$ cat config.mk
export PLATFORM = sky130hd
export DESIGN_NAME = length_prefixed_frame_parser_top
export DESIGN_NICKNAME = d
export VERILOG_FILES = /design/src/design/lpfp_pkg.sv /design/src/design/lpfp_core.sv /design/src/design/length_prefixed_frame_parser_top.sv
export SDC_FILE = /design/constraint.sdc
export NUM_CORES = 1
export LEC_CHECK = 0
export BUFFER_PORTS_ARGS = -buffer_cell sky130_fd_sc_hd__buf_4
export CAP_MARGIN = 5
export CORE_UTILIZATION = 54
export CTS_BUF_LIST = sky130_fd_sc_hd__clkbuf_16
export CTS_CLUSTER_SIZE = 12
export DETAILED_ROUTE_END_ITERATION = 6
export PLACE_DENSITY_LB_ADDON = 0.12
export REMOVE_ABC_BUFFERS = 1
export SLEW_MARGIN = 20
export SYNTH_ARGS = -nofsm -noshare
export SYNTH_HDL_FRONTEND = slang
export SYNTH_SLANG_ARGS = --single-unit
$ cat constraint.sdc
create_clock -name aclk -period 3.6 [get_ports aclk]
set_clock_uncertainty 0.05 [all_clocks]
set_input_delay 0 -clock aclk [delete_from_list [all_inputs] [get_ports aclk]]
set_output_delay 0 -clock aclk [all_outputs]
set_load 0.02 [all_outputs]
$ cat src/design/lpfp_pkg.sv
`timescale 1ns / 1ps
`default_nettype none

package lpfp_pkg;

    localparam logic [1:0] KIND_NONE    = 2'd0;
    localparam logic [1:0] KIND_HEADER  = 2'd1;
    localparam logic [1:0] KIND_PAYLOAD = 2'd2;
    localparam logic [1:0] KIND_ERROR   = 2'd3;

    localparam logic [1:0] ERR_NONE       = 2'd0;
    localparam logic [1:0] ERR_BAD_MAGIC  = 2'd1;
    localparam logic [1:0] ERR_OVERSIZE   = 2'd2;
    localparam logic [1:0] ERR_SHORT_READ = 2'd3;

    localparam logic REG_MAGIC_WORD = 1'b0;
    localparam logic REG_LEN_LIMIT  = 1'b1;

    localparam logic [31:0] LEN_LIMIT_RESET = 32'd16777216;

    // Header byte positions: four magic bytes, one type byte, four length bytes.
    localparam logic [3:0] HDR_TYPE_IDX = 4'd4;
    localparam logic [3:0] HDR_LAST_IDX = 4'd8;

    typedef struct packed {
        logic [1:0]  result_kind;
        logic [7:0]  payload_byte;
        logic [7:0]  msg_type;
        logic [31:0] frame_length;
        logic [1:0]  error_code;
        logic        last_of_frame;
    } lpfp_result_t;

endpackage

`default_nettype wire

$ cat src/design/lpfp_core.sv
`timescale 1ns / 1ps
`default_nettype none

module lpfp_core (
    input  wire                   aclk,
    input  wire                   aresetn,
    input  wire                   accept,
    input  wire  [7:0]            rx_byte,
    input  wire                   peer_closed,
    input  wire  [31:0]           magic_word,
    input  wire  [31:0]           len_limit,
    output lpfp_pkg::lpfp_result_t result
);
    import lpfp_pkg::*;

    logic        in_payload_reg;
    logic        in_payload_next;
    logic [3:0]  header_count_reg;
    logic [3:0]  header_count_next;
    logic [31:0] magic_seen_reg;
    logic [31:0] magic_seen_next;
    logic [7:0]  type_seen_reg;
    logic [7:0]  type_seen_next;
    logic [31:0] length_seen_reg;
    logic [31:0] length_seen_next;
    logic [31:0] payload_left_reg;
    logic [31:0] payload_left_next;

    logic [31:0] left_dec;
    logic [31:0] full_length;
    logic        clear_frame;

    assign left_dec    = payload_left_reg - 32'd1;
    assign full_length = {length_seen_reg[23:0], rx_byte};

    always_comb begin
        in_payload_next   = in_payload_reg;
        header_count_next = header_count_reg;
        magic_seen_next   = magic_seen_reg;
        type_seen_next    = type_seen_reg;
        length_seen_next  = length_seen_reg;
        payload_left_next = payload_left_reg;
        clear_frame       = 1'b0;
        result            = '0;

        if (peer_closed) begin
            result.result_kind = KIND_ERROR;
            result.error_code  = ERR_SHORT_READ;
            if (in_payload_reg) begin
                result.msg_type     = type_seen_reg;
                result.frame_length = length_seen_reg;
            end
            clear_frame = 1'b1;
        end else if (in_payload_reg) begin
            result.result_kind   = KIND_PAYLOAD;
            result.payload_byte  = rx_byte;
            result.msg_type      = type_seen_reg;
            result.frame_length  = length_seen_reg;
            result.last_of_frame = (left_dec == 32'd0);
            payload_left_next    = left_dec;
            clear_frame          = (left_dec == 32'd0);
        end else if (header_count_reg < HDR_TYPE_IDX) begin
            magic_seen_next   = {magic_seen_reg[23:0], rx_byte};
            header_count_next = header_count_reg + 4'd1;
        end else if (header_count_reg == HDR_TYPE_IDX) begin
            type_seen_next    = rx_byte;
            header_count_next = header_count_reg + 4'd1;
        end else if (header_count_reg != HDR_LAST_IDX) begin
            length_seen_next  = full_length;
            header_count_next = header_count_reg + 4'd1;
        end else begin
            // Ninth byte completes the header, which is judged now.
            result.msg_type     = type_seen_reg;
            result.frame_length = full_length;
            if (magic_seen_reg != magic_word) begin
                result.result_kind = KIND_ERROR;
                result.error_code  = ERR_BAD_MAGIC;
                clear_frame        = 1'b1;
            end else if (full_length > len_limit) begin
                result.result_kind = KIND_ERROR;
                result.error_code  = ERR_OVERSIZE;
                clear_frame        = 1'b1;
            end else if (full_length == 32'd0) begin
                result.result_kind   = KIND_HEADER;
                result.last_of_frame = 1'b1;
                clear_frame          = 1'b1;
            end else begin
                result.result_kind = KIND_HEADER;
                length_seen_next   = full_length;
                header_count_next  = '0;
                magic_seen_next    = '0;
                in_payload_next    = 1'b1;
                payload_left_next  = full_length;
            end
        end
    end

    always_ff @(posedge aclk) begin
        if (!aresetn) begin
            in_payload_reg   <= 1'b0;
            header_count_reg <= '0;
            magic_seen_reg   <= '0;
            type_seen_reg    <= '0;
            length_seen_reg  <= '0;
            payload_left_reg <= '0;
        end else if (accept) begin
            if (clear_frame) begin
                in_payload_reg   <= 1'b0;
                header_count_reg <= '0;
                magic_seen_reg   <= '0;
                type_seen_reg    <= '0;
                length_seen_reg  <= '0;
                payload_left_reg <= '0;
            end else begin
                in_payload_reg   <= in_payload_next;
                header_count_reg <= header_count_next;
                magic_seen_reg   <= magic_seen_next;
                type_seen_reg    <= type_seen_next;
                length_seen_reg  <= length_seen_next;
                payload_left_reg <= payload_left_next;
            end
        end
    end

`ifndef SYNTHESIS
    assert property (@(posedge aclk) disable iff (!aresetn)
        in_payload_reg |-> (header_count_reg == 4'd0 && payload_left_reg != 32'd0))
        else $error("payload phase with header count or zero bytes left");

    assert property (@(posedge aclk) disable iff (!aresetn)
        header_count_reg <= HDR_LAST_IDX)
        else $error("header count ran past the ninth byte");

    assert property (@(posedge aclk) disable iff (!aresetn)
        (accept && peer_closed) |=> (!in_payload_reg && header_count_reg == 4'd0))
        else $error("peer close did not return to header collection");
`endif

endmodule

`default_nettype wire

$ cat src/design/length_prefixed_frame_parser_top.sv
`timescale 1ns / 1ps
`default_nettype none

// Frame deframer for a byte stream with a nine-byte header: four magic bytes,
// one type byte and a big-endian 32-bit payload length.
// Input channel (s_): one received byte, or a peer-close flag, per item.
// Result channel (m_): exactly one result item for every input item, giving
// its kind (nothing, header, payload byte, error), the frame's type and
// length, the error code and the last-of-frame mark.
// The configuration port writes the expected magic word and the largest
// accepted payload length; write it only while the block is idle.
// The result of an accepted item is registered and shows on m_valid in the next cycle.
// Throughput is one item per cycle: the single output register is refilled in
// the same cycle it is drained, so s_ready is low only while a result waits
// and m_ready is low.
// When the receiver stalls, the held result stays stable and no new item is
// taken. Reset empties the output register, returns the parser to header
// collection and loads the configuration reset values (magic 0, maximum
// length 16777216).
module length_prefixed_frame_parser_top (
    input  wire         aclk,
    input  wire         aresetn,
    input  wire         cfg_wr_en,
    input  wire         cfg_addr,
    input  wire  [31:0] cfg_wdata,
    input  wire         s_valid,
    output logic        s_ready,
    input  wire  [7:0]  s_rx_byte,
    input  wire         s_peer_closed,
    output logic        m_valid,
    input  wire         m_ready,
    output logic [1:0]  m_result_kind,
    output logic [7:0]  m_payload_byte,
    output logic [7:0]  m_msg_type,
    output logic [31:0] m_frame_length,
    output logic [1:0]  m_error_code,
    output logic        m_last_of_frame
);
    import lpfp_pkg::*;

    logic [31:0]  magic_word_reg;
    logic [31:0]  len_limit_reg;
    logic         m_valid_reg;
    lpfp_result_t res_reg;
    lpfp_result_t res_next;
    logic         accept;

    assign s_ready = !m_valid_reg || m_ready;
    assign accept  = s_valid && s_ready;

    always_ff @(posedge aclk) begin
        if (!aresetn) begin
            magic_word_reg <= '0;
            len_limit_reg  <= LEN_LIMIT_RESET;
        end else if (cfg_wr_en) begin
            if (cfg_addr == REG_MAGIC_WORD) begin
                magic_word_reg <= cfg_wdata;
            end
            if (cfg_addr == REG_LEN_LIMIT) begin
                len_limit_reg <= cfg_wdata;
            end
        end
    end

    lpfp_core u_core (
        .aclk        (aclk),
        .aresetn     (aresetn),
        .accept      (accept),
        .rx_byte     (s_rx_byte),
        .peer_closed (s_peer_closed),
        .magic_word  (magic_word_reg),
        .len_limit   (len_limit_reg),
        .result      (res_next)
    );

    always_ff @(posedge aclk) begin
        if (!aresetn) begin
            m_valid_reg <= 1'b0;
        end else if (s_ready) begin
            m_valid_reg <= s_valid;
        end
    end

    always_ff @(posedge aclk) begin
        if (accept) begin
            res_reg <= res_next;
        end
    end

    assign m_valid         = m_valid_reg;
    assign m_result_kind   = res_reg.result_kind;
    assign m_payload_byte  = res_reg.payload_byte;
    assign m_msg_type      = res_reg.msg_type;
    assign m_frame_length  = res_reg.frame_length;
    assign m_error_code    = res_reg.error_code;
    assign m_last_of_frame = res_reg.last_of_frame;

`ifndef SYNTHESIS
    assert property (@(posedge aclk) disable iff (!aresetn)
        accept |=> m_valid_reg)
        else $error("accepted item produced no result");

    assert property (@(posedge aclk) disable iff (!aresetn)
        (m_valid_reg && res_reg.result_kind == KIND_NONE)
            |-> (res_reg == '0))
        else $error("absorbed header byte carries nonzero fields");

    assert property (@(posedge aclk) disable iff (!aresetn)
        m_valid_reg |-> ((res_reg.error_code != ERR_NONE)
            == (res_reg.result_kind == KIND_ERROR)))
        else $error("error code does not match result kind");

    assert property (@(posedge aclk) disable iff (!aresetn)
        (m_valid_reg && res_reg.last_of_frame)
            |-> (res_reg.result_kind == KIND_HEADER
                 || res_reg.result_kind == KIND_PAYLOAD))
        else $error("last-of-frame mark on a result that ends no frame");
`endif

endmodule

`default_nettype wire

==> flow_metrics.env <==
export IMPL_synth_ff_type="dfxtp_1"
export IMPL_yosys_area_share_simple_pct=22.55
export IMPL_r2r_end="u_core.length_seen_reg[29]"
export IMPL_maxCapViolations=0
export IMPL_clkPwrFrac_pct=40.7
export IMPL_period_needed_ps=3552
export IMPL_p_int_uw=4296
export IMPL_synth_cells=1312
export IMPL_worstSetupEndpointType="flip-flop"
export IMPL_die_w_microns=147.7
export IMPL_ys_warn_count=0
export IMPL_cts_buffers=26
export IMPL_wl_per_cell_microns=19.58
export IMPL_clockRootBuffer="clkbuf_16"
export IMPL_worstSetupPathType="reg2reg"
export IMPL_power_density_nw_per_um2=403.4
export IMPL_crit_path_start_kind="flip-flop"
export IMPL_start_util_pct=55.93
export IMPL_p_switching_uw=1554
export IMPL_clk_latency_ps=550
export IMPL_clk_pin_slew_ps=60
export IMPL_synth_top_family_by_area="simple AND/OR/NAND/NOR gates"
export IMPL_comb_power_share_pct=12.9
export IMPL_wl_mm=35.07
export IMPL_nNetsFinal=1587
export IMPL_die_area_sq_um=21820
export IMPL_critPathMostFrequentCell="or4_4"
export IMPL_reg2reg_depth=10
export IMPL_coreArea_sq_um=20490
export IMPL_period_share_pct=98.66
export IMPL_rsz0062_at_grt="yes"
export IMPL_grt_pass1_vias=10390
export IMPL_diodes=0
export IMPL_ys_seq_area_share_pct=44.27
export IMPL_worstHoldStart="aresetn"
export IMPL_holdWs_ps=54.26
export IMPL_gp_congestion=0.9617
export IMPL_synth_commonest_cells="nand2_1 (244), dfxtp_1 (174), a21oi_1 (126)"
export IMPL_overflow=0
export IMPL_outcome="complete, no violations"
export IMPL_cp_slowest_cell="or4_4"
export IMPL_relSlewSlack_pct=27.62
export IMPL_syn_cell_area_sq_um=11460
export IMPL_arrival_ps=3920
export IMPL_ir_drop_mv=0.4355
export IMPL_crit_family="simple AND/OR/NAND/NOR gates"
export IMPL_cts_tree="yes"
export IMPL_synth_seq_cells=227
export IMPL_synth_compound_area_share_pct=19.25
export IMPL_postSynth_asyncResetShare_pct=0
export IMPL_setup_viol=0
export IMPL_finalCoreUtilization_pct=70.76
export IMPL_whs_endpoint="u_core.length_seen_reg[14]"
export IMPL_hold_path_depth=3
export IMPL_detail_route_antenna_nets=0
export IMPL_fp_dieH_microns=147.7
export IMPL_crit_fanout=18
export IMPL_ys_types=64
export IMPL_routed_via_count=10850
export IMPL_synth_edf_count=53
export IMPL_vias_per_cell=6.058
export IMPL_finalHoldViolCount=0
export IMPL_synthAdderAreaFrac_pct=3.929
export IMPL_path_cells="or4_4, or4_4, o41ai_4, nand3_1, or3_1, or4_4, buf_6, o211ai_4, buf_12, o221ai_1"
export IMPL_drc=0
export IMPL_placementRows=52
export IMPL_cts_buffer_depth=3
export IMPL_htreeDepth=1
export IMPL_synth_area_mux_share_pct=0.4475
export IMPL_ios=102
export IMPL_gr_usage_all_layers_pct=31.89
export IMPL_io_buffers=101
export IMPL_worstPathRequired_ps=3970
export IMPL_synth_top_area_share_pct=30.39
export IMPL_cpPeakStageDelay_ps=580
export IMPL_antenna_found_initial=0
export IMPL_area_delta_synth_final_pct=26.50
export IMPL_drv_slew=0
export IMPL_synth_xor_area_share_pct=3.820
export IMPL_timing_fmax_mhz=281.6
export IMPL_synth_most_common_cell="nand2_1"
export IMPL_power_leakage_uw=0.005514
export IMPL_crit_buf_inv=2
export IMPL_r2r_slack_ps=50
export IMPL_syn_avg_cell_area_sq_um=8.737
export IMPL_post_synth_top_area_cell="dfxtp_1"
export IMPL_drt_initial_drc_count=912
export IMPL_power_frac_seq_pct=46.4
export IMPL_swShare_pct=26.57
export IMPL_tightest_slew_ps=1081
export IMPL_hp_class="in2reg"
export IMPL_yosys_top_cells_area="dfxtp_1 (30%), edfxtp_1 (14%), nand2_1 (8.0%), a21oi_1 (5.5%), a22o_1 (4.8%)"
export IMPL_cts_sinks=227
export IMPL_dp_hpwl_mm=23.34
export IMPL_grt_max_degree=76
export IMPL_first_pass_iters=5
export IMPL_grt_pass1_wl_mm=55.06
export IMPL_drive_gt1_share_pct=20.78
export IMPL_r2r_start="u_core.payload_left_reg[9]"
[layer usage]
metal / GRT usage [%] / wire length, microns / vias up
met1: 41.79 / 14580 / 5188
met3: 4.228 / 2325 / 74
met5: 0 / 0 / -
met2: 54.72 / 17150 / 420
li1: - / - / 5167
met4: 9.691 / 1011 / 0
[layout by cell type (no fill, tap or decap), drive strengths merged, types with 46 or more instances in the layout]
cell / netlist / layout
nand2: 245 / 245
buf: 20 / 218
dfxtp: 174 / 174
a21oi: 126 / 126
nand4: 66 / 66
a22o: 63 / 63
inv: 51 / 60
edfxtp: 53 / 53
dlygate4sd3: 0 / 52
nor2: 46 / 46
nand3: 46 / 46
[through the flow]
| step | setup TNS, ps | setup WS [ps] | total power, uW | cell area [sq um] | instances |
|---|---|---|---|---|---|
| finish | 0 | 48.42 | 5850 | 14500 | 1791 |
| global route | -1625 | -73.25 | 6044 | 14500 | 1791 |
| CTS | -8.363 | -7.035 | 5855 | 14360 | 1789 |
| detailed placement | -12330 | -212.0 | 3455 | 13050 | 1692 |
| global placement | -9487 | -159.9 | 3445 | 13050 | 1692 |
| floorplan | -67470 | -1032 | 3123 | 11000 | 1206 |
[power by group through the flow]
stage	Combinational (uW)	Sequential, uW	Clock, uW
2_1_floorplan	324	2800	0
3_3_place_gp	677	2770	0
3_5_place_dp	685	2770	0
4_1_cts	734	2720	2410
5_1_grt	811	2720	2510
6_report	754	2720	2380
[how the worst max path moves through the flow]
stage,depth (start not counted),to,startpoint,slack (ps)
3_5_place_dp,9,u_core.magic_seen_reg[11],u_core.payload_left_reg[9],-210
5_1_grt,13,u_core.length_seen_reg[22],u_core.payload_left_reg[9],-70
2_1_floorplan,5,u_core.magic_seen_reg[0],u_core.in_payload_reg,-1030
4_1_cts,12,u_core.magic_seen_reg[11],u_core.payload_left_reg[9],-7
6_report,10,u_core.length_seen_reg[29],u_core.payload_left_reg[9],50
3_3_place_gp,10,u_core.length_seen_reg[31],u_core.payload_left_reg[9],-160
[worst min-delay path: cells and delay by family]
kind / cells / cell delay, ps
AND/OR/NAND/NOR: 1 / 180
AO/OA/AOI/OAI: 1 / 80
buffers and inverters: 1 / 300
[layout make-up]
class / count / area, sq um
Fill cell: 1648 / 5993
Inverter: 51 / 191.4
Timing Repair Buffer: 270 / 2222
Tap cell: 270 / 337.8
Clock inverter: 19 / 110.1
Sequential cell: 227 / 5077
Multi-Input combinational cell: 928 / 5912
Clock buffer: 26 / 650.6
[repair_timing]
item / CTS / global route
resized for setup: 6 / 23
pin swaps: 1 / 33
endpoints found under the setup margin: 83 / 91
buffers inserted: 0 / 3
hold buffers: 52 / 0
endpoints found under the hold margin: 116 / 0
[cell families after synthesis]
kind of cell / after synthesis
flops: 227
mux: 5
buf+inv: 157
compound gates: 305
xor+xnor: 50
fa+ha+maj: 36
simple gates: 532
(Power assumes the default switching activity.)
